**src/rtl/rcg_pkg.sv**
```systemverilog
`timescale 1ns / 1ps
`default_nettype none

package rcg_pkg;

   // grid geometry
   localparam int GRID_DIM   = 64;
   localparam int NUM_LAYERS = 4;
   localparam int IDX_W      = $clog2(GRID_DIM);
   localparam int CNT_W      = IDX_W + 1;
   localparam int LAYER_W    = 2;
   localparam int ADDR_W     = LAYER_W + 2 * IDX_W;
   localparam int BASE_W     = CNT_W + 16;

   // shared divider
   localparam int DIV_NUM_W  = 48;
   localparam int DIV_DEN_W  = 32;
   localparam int DIV_CNT_W  = $clog2(DIV_NUM_W);

   // opcodes
   localparam logic [1:0] OP_ADD   = 2'd0;
   localparam logic [1:0] OP_READ  = 2'd1;
   localparam logic [1:0] OP_CLEAR = 2'd2;

   // status codes
   localparam logic [1:0] ST_DONE     = 2'd0;
   localparam logic [1:0] ST_ZERO     = 2'd1;
   localparam logic [1:0] ST_INVERTED = 2'd2;

   // register indexes
   localparam logic [1:0] CSR_BIN_WIDTH  = 2'd0;
   localparam logic [1:0] CSR_BIN_HEIGHT = 2'd1;
   localparam logic [1:0] CSR_BIN_AREA   = 2'd2;

   typedef enum logic [4:0] {
      S_CLR,
      S_IDLE,
      S_MUL_SUM,
      S_MUL_AREA,
      S_DIV_GO,
      S_DIV_WAIT,
      S_RANGE,
      S_BIN,
      S_EDGE_BASE,
      S_EDGE_SPAN,
      S_EDGE_AREA,
      S_GAIN_MUL,
      S_GAIN_SAT,
      S_RD,
      S_WR,
      S_RD_WAIT,
      S_DONE
   } state_type;

   typedef enum logic [2:0] {
      DS_UTIL,
      DS_XL,
      DS_YL,
      DS_XU,
      DS_YU,
      DS_FRAC
   } div_sel_type;

   typedef struct packed {
      logic                 start;
      logic [DIV_NUM_W-1:0] num;
      logic [DIV_DEN_W-1:0] den;
   } div_req_type;

   typedef struct packed {
      logic                 busy;
      logic                 done;
      logic [DIV_NUM_W-1:0] quot;
   } div_rsp_type;

   typedef struct packed {
      logic              we;
      logic [ADDR_W-1:0] waddr;
      logic [31:0]       wdata;
      logic              re;
      logic [ADDR_W-1:0] raddr;
   } mem_req_type;

endpackage

`default_nettype wire

```
**src/rtl/rcg_div.sv**
```systemverilog
`timescale 1ns / 1ps
`default_nettype none

module rcg_div (
   input  wire logic                 clock,
   input  wire logic                 reset,
   input  rcg_pkg::div_req_type      div_req,
   output rcg_pkg::div_rsp_type      div_rsp
);
   import rcg_pkg::*;

   logic                 busy_ff, busy_in;
   logic                 done_ff, done_in;
   logic [DIV_CNT_W-1:0] cnt_ff, cnt_in;
   logic [DIV_NUM_W-1:0] num_ff, num_in;
   logic [DIV_DEN_W-1:0] rem_ff, rem_in;
   logic [DIV_DEN_W-1:0] den_ff, den_in;
   logic [DIV_DEN_W:0]   trial;
   logic                 qbit;

   // restoring division, one quotient bit a cycle
   always_comb begin
      busy_in = busy_ff;
      done_in = 1'b0;
      cnt_in  = cnt_ff;
      num_in  = num_ff;
      rem_in  = rem_ff;
      den_in  = den_ff;
      trial   = {rem_ff, num_ff[DIV_NUM_W-1]};
      qbit    = (trial >= {1'b0, den_ff});
      if (div_req.start) begin
         busy_in = 1'b1;
         cnt_in  = DIV_CNT_W'(DIV_NUM_W - 1);
         num_in  = div_req.num;
         rem_in  = '0;
         den_in  = div_req.den;
      end else if (busy_ff) begin
         // remainder stays below the divisor, so it fits the divisor width
         rem_in = qbit ? DIV_DEN_W'(trial - {1'b0, den_ff}) : DIV_DEN_W'(trial);
         num_in = {num_ff[DIV_NUM_W-2:0], qbit};
         cnt_in = cnt_ff - 1'b1;
         if (cnt_ff == '0) begin
            busy_in = 1'b0;
            done_in = 1'b1;
         end
      end
   end

   always_ff @(posedge clock) begin
      if (reset) begin
         busy_ff <= 1'b0;
         done_ff <= 1'b0;
      end else begin
         busy_ff <= busy_in;
         done_ff <= done_in;
      end
      cnt_ff <= cnt_in;
      num_ff <= num_in;
      rem_ff <= rem_in;
      den_ff <= den_in;
   end

   assign div_rsp.busy = busy_ff;
   assign div_rsp.done = done_ff;
   assign div_rsp.quot = num_ff;

endmodule

`default_nettype wire

```
**config.mk**
```make
export PLATFORM = sky130hd
export DESIGN_NAME = rcg_div
export DESIGN_NICKNAME = d
export VERILOG_FILES = /design/src/rtl/rcg_pkg.sv /design/src/rtl/rcg_div.sv
export SDC_FILE = /design/constraint.sdc
export NUM_CORES = 1
export LEC_CHECK = 0
export BUFFER_PORTS_ARGS = -buffer_cell sky130_fd_sc_hd__buf_2
export CAP_MARGIN = 20
export CORE_ASPECT_RATIO = 1.1
export CORE_UTILIZATION = 40
export CTS_BUF_LIST = sky130_fd_sc_hd__clkbuf_2 sky130_fd_sc_hd__clkbuf_4 sky130_fd_sc_hd__clkbuf_8
export CTS_CLUSTER_DIAMETER = 150
export CTS_CLUSTER_SIZE = 20
export DETAILED_ROUTE_END_ITERATION = 8
export RECOVER_POWER = 25
export SLEW_MARGIN = 40
export SYNTH_ARGS = -nofsm -noshare
export SYNTH_HDL_FRONTEND = slang
export SYNTH_SLANG_ARGS = --single-unit
```
**constraint.sdc**
```tcl
create_clock -name clock -period 7.6 [get_ports clock]
set_clock_uncertainty 0.1 [all_clocks]
set_input_delay 1.14 -clock clock [delete_from_list [all_inputs] [get_ports clock]]
set_output_delay 1.14 -clock clock [all_outputs]
set_load 0.005 [all_outputs]
```
# Word level (Yosys, flattened, before mapping)
# Cells that the tools add are included.
dict set report op_classes {
  n_addsub 2
  magnitude_cmp 1
  n_mux 7
  bitwise 1
  n_reduce_logical 3
}
# cell n
set ops {}
lappend ops {{48-bit 2-to-1 mux} 2}
lappend ops {{33-bit by 32-bit >= comparator with 1-bit output} 1}
lappend ops {{32-bit 2-to-1 mux} 1}
lappend ops {{32-bit subtractor} 1}
lappend ops {{6-bit zero test} 1}
lappend ops {{6-bit by 1-bit subtractor with 6-bit output (second input constant)} 1}
lappend ops {{1-bit 2-to-1 mux} 4}
lappend ops {{3-bit OR reduction} 1}
lappend ops {{2-bit nonzero test} 1}
lappend ops {{1-bit inverter} 1}
dict set report word_totals {
  register_bits 120
  out_inout_bits 50
  word_cells 20
}

# Logic depth before layout (Yosys ltp)
dict set report logic_depth {
  word_depth 4
  ltp_mapped 13
  depth_no_buf 11
}

# Least setup slack after synthesis
# No wires, ideal clock.
dict set report synth_path {
  path_kind {input to register}
  startpoint {in div_req[80] in the netlist's numbering}
  endpoint {reg num_ff[0] (enable)}
  setup_ps 384
  arrival_ps 2333
  path_slack_ps 4783
  path_stages 3
  path_buffers 2
  path_cell_list {clkbuf_1 clkbuf_1 or2_2}
}
dict set report synth_between {
  elab_chain_cells 1
}
# element line
set synth_lines {}
lappend synth_lines {{start, declared} rcg_div.sv:7} ;# input rcg_pkg::div_req_type div_req,
lappend synth_lines {{2-bit nonzero test (no source line)} --}
lappend synth_lines {{end signal, assigned} rcg_div.sv:58} ;# num_ff <= num_in;
lappend synth_lines {{end, declared} rcg_div.sv:15} ;# logic [DIV_NUM_W-1:0] num_ff, num_in;
# No other way between the ends.
# A chain may end at the register's enable or synchronous reset.

# Worst setup path in the final report
dict set report layout_path {
  startpoint {in div_req[80] in the netlist's numbering}
  endpoint {reg num_ff[17], data pin}
}
dict set report layout_between {
  elab_chain_cells 1
}
# element line
set layout_lines {}
lappend layout_lines {{48-bit 2-to-1 mux} rcg_div.sv:31} ;# if (div_req.start) begin
lappend layout_lines {{named net num_in[17]} rcg_div.sv:15}
# The timed path passes the listed nets, and every way through them passes these cells.

==> metrics.cfg <==
[pwr]
combPwrFrac_pct = 22.5
ir_worst_vdd_uv = 125.0
p_leak_nw = 3.317
intPower_w = 0.001235
power_w = 0.001762
pwr-share-clk_pct = 32.2
power_density_nw_per_um2 = 221.3
switching_share_pct = 29.92
switchingPower_w = 0.0005273
p_seq_share_pct = 45.3

[logic_synthesis]
synth_cell_type_count = 60
ys_warn_count = 0
synth_top_area_share_pct = 35.42
syn_inst = 652
yosysMostFrequentCell = edfxtp_1
synth.largest_area_cell = edfxtp_1
synth-main-ff-cell = edfxtp_1
avgSynthCellArea_um2 = 10.40
ys_ff_latch = 120
ys_async_sr_fraction_pct = 0
syn_nets = 770
synthesis.area_um2 = 6783
ys_seq_area_share_pct = 47.22
synth_area_leaders = edfxtp_1 35%, dfxtp_1 12%, mux2_2 8.0%
synth_edf_count = 80
synth_commonest_cells = 80 x edfxtp_1, 49 x nor2_1, 48 x mux2_2, 44 x inv_1, 40 x dfxtp_1

[clocking]
cts_num_sinks = 120
cts_max_level = 4
cts_hold_buffers = 0
clk_latency_ps = 450
clk_pin_slew_ps = 80
cts_buffers = 17
cts_root_buf = clkbuf_8
cts_setup_buffers = 0
cts_buffer_depth = 2
cts_tree = yes
ctsResizeCount = 0

[routing]
post_drt_wl_per_cell_um = 16.86
drt_iter0_drc = 350
drc_errors = 0
via_count = 5477
drtAntennaViolNets = 0
viasPerCell = 5.538
routed_wl_um = 16680
firstDrtPassIters = 5

[floorplanning]
io_pins = 133
die_x_um = 126.2
coreArea_um2 = 16490
fp-row-count = 49
die-area_um2 = 17480
initial_utilization_pct = 41.13
die_height_um = 138.6

[placed_design]
place_inst = 957
routabilityCongestion = 0.8471
io_buffers = 132
hpwl_um = 11410

[timing]
finalSetupViolCount = 0
max_freq_mhz = 237.1
worst_pin_slew_ps = 2948
grt_setup_unrepaired = false
setup_tns_ps = 0
min_period_ps = 4218
fin_crit_sh_pct = 55.50
relSlewSlack_pct = -96.56
slew_viol_final = 59
hold_violations = 0

[final_layout]
drive_gt1_share_pct = 28.54
antenna_cells = 0
fin_nets = 890
seq_area_um2 = 3204
finalNonFillerCells = 989
fillerInstances = 1530
area_growth_pct = 17.41
multi_input_area_um2 = 3269

[worst_setup_path]
crit_required_ps = 7700
arrival_ps = 4320
path_class = in -> reg
worstSetupStartpointType = input port
cp_max_fo = 68
endpoint_kind = flip-flop

[global_routing]
use_met3_pct = 6.327
antenna_found_initial = 0
grt_max_degree = 71
grt.total_usage_pct = 20.06
first_global_vias = 5639
busiest_layer = met2
grt_pass1_wl_um = 27780
grtUsageMet1_pct = 24.68
overflow = 0
grt_use_met2_pct = 32.86

[outcome]
status = complete, but fails checks
violations = capacitance limit, slew limit

[worst_hold_path]
hold_class = reg -> reg

[run]
drv_cap = 1

==> power by group through the flow <==
stage               Sequential (W)  Combinational, W  Clock [W]
global placement          0.000810          0.000388          0
CTS                       0.000798          0.000396   0.000580
global route              0.000805          0.000442   0.000603
floorplan                 0.000806          0.000276          0
detailed placement        0.000810          0.000394          0
finish                    0.000798          0.000397   0.000567
==> layer usage <==
layer  vias to the layer above  part of all wire (%)
met5                         -                     0
met4                         0                   1.6
li1                       2691                     -
met2                       160                    47
met3                        18                   7.0
met1                      2608                    45
==> layout by cell type, fill, tap and decap left out, types with 4 or more instances in the layout <==
cell type and instances:
buf_2 129, edfxtp_1 80, nor2_1 49, mux2_2 48
inv_1 44, dfxtp_1 39, ha_1 34, nand3_1 32
a21oi_1 32, nand2_1 30, a311oi_1 25, a21o_1 19
o21ai_0 19, clkbuf_8 17, nor3_1 14, nand2b_1 13
o211ai_1 12, o21ai_1 11, xnor2_1 11, a31oi_1 8
xor2_1 7, nor3b_1 7, nand4_1 6, or3_1 6
a211o_1 6, o22ai_1 5, nor2b_1 4, o21bai_1 4
o31ai_1 4, or2_2 4
==> kinds of logic (layout without fill, tap and decap cells) <==
group | count (synthesis) | in the layout | synth area share [%]
simple gates | 178 | 178 | 13.08
flops | 120 | 120 | 47.22
mux | 48 | 48 | 7.969
compound gates | 174 | 174 | 17.99
fa+ha+maj | 35 | 35 | 6.567
buf+inv | 79 | 212 | 4.851
xor+xnor | 18 | 18 | 2.324
==> registers in the layout, indices dropped and copies added, names as in the netlist <==
name     count
rem_ff      32
done_ff      1
num_ff      48
cnt_ff       6
den_ff      32
busy_ff      1
==> per-stage QoR <==
stage | setup WS [ps] | instance area [µm²] | hold slack (ps) | util [%]
6_report | 3382 | 7964 | 397.2 | 48.29
3_5_place_dp | 4210 | 7587 | 378.0 | 46.01
3_3_place_gp | 4068 | 7576 | 365.3 | 45.94
5_1_grt | 3082 | 7964 | 422.4 | 48.29
4_1_cts | 4163 | 7966 | 395.3 | 48.30
2_1_floorplan | 4783 | 6783 | 348.3 | -
==> worst max-delay path: stages <==
cell and delay (ps):
clkbuf_1 2040, buf_6 660, mux2_2 410
==> cell type report <==
cell class	count	area share (%)
multi-input cells	453	41.05
clock buffers	19	3.126
repair buffers	136	8.672
inverters	44	2.074
well taps	204	3.205
flip-flops and latches	120	40.24
clock inverters	13	1.634
==> final timing paths <==
| path | endpoint | depth (start not counted) | from | slack (ps) |
|---|---|---|---|---|
| min | cnt_ff[0] | 2 | cnt_ff[0] | 400 |
| min reg2reg | cnt_ff[0] | 2 | cnt_ff[0] | 400 |
| max | num_ff[17] | 3 | div_req[80] | 3380 |
| max reg2reg | rem_ff[18] | 11 | den_ff[12] | 4170 |
No activity file was read; power rests on OpenSTA's default activity.
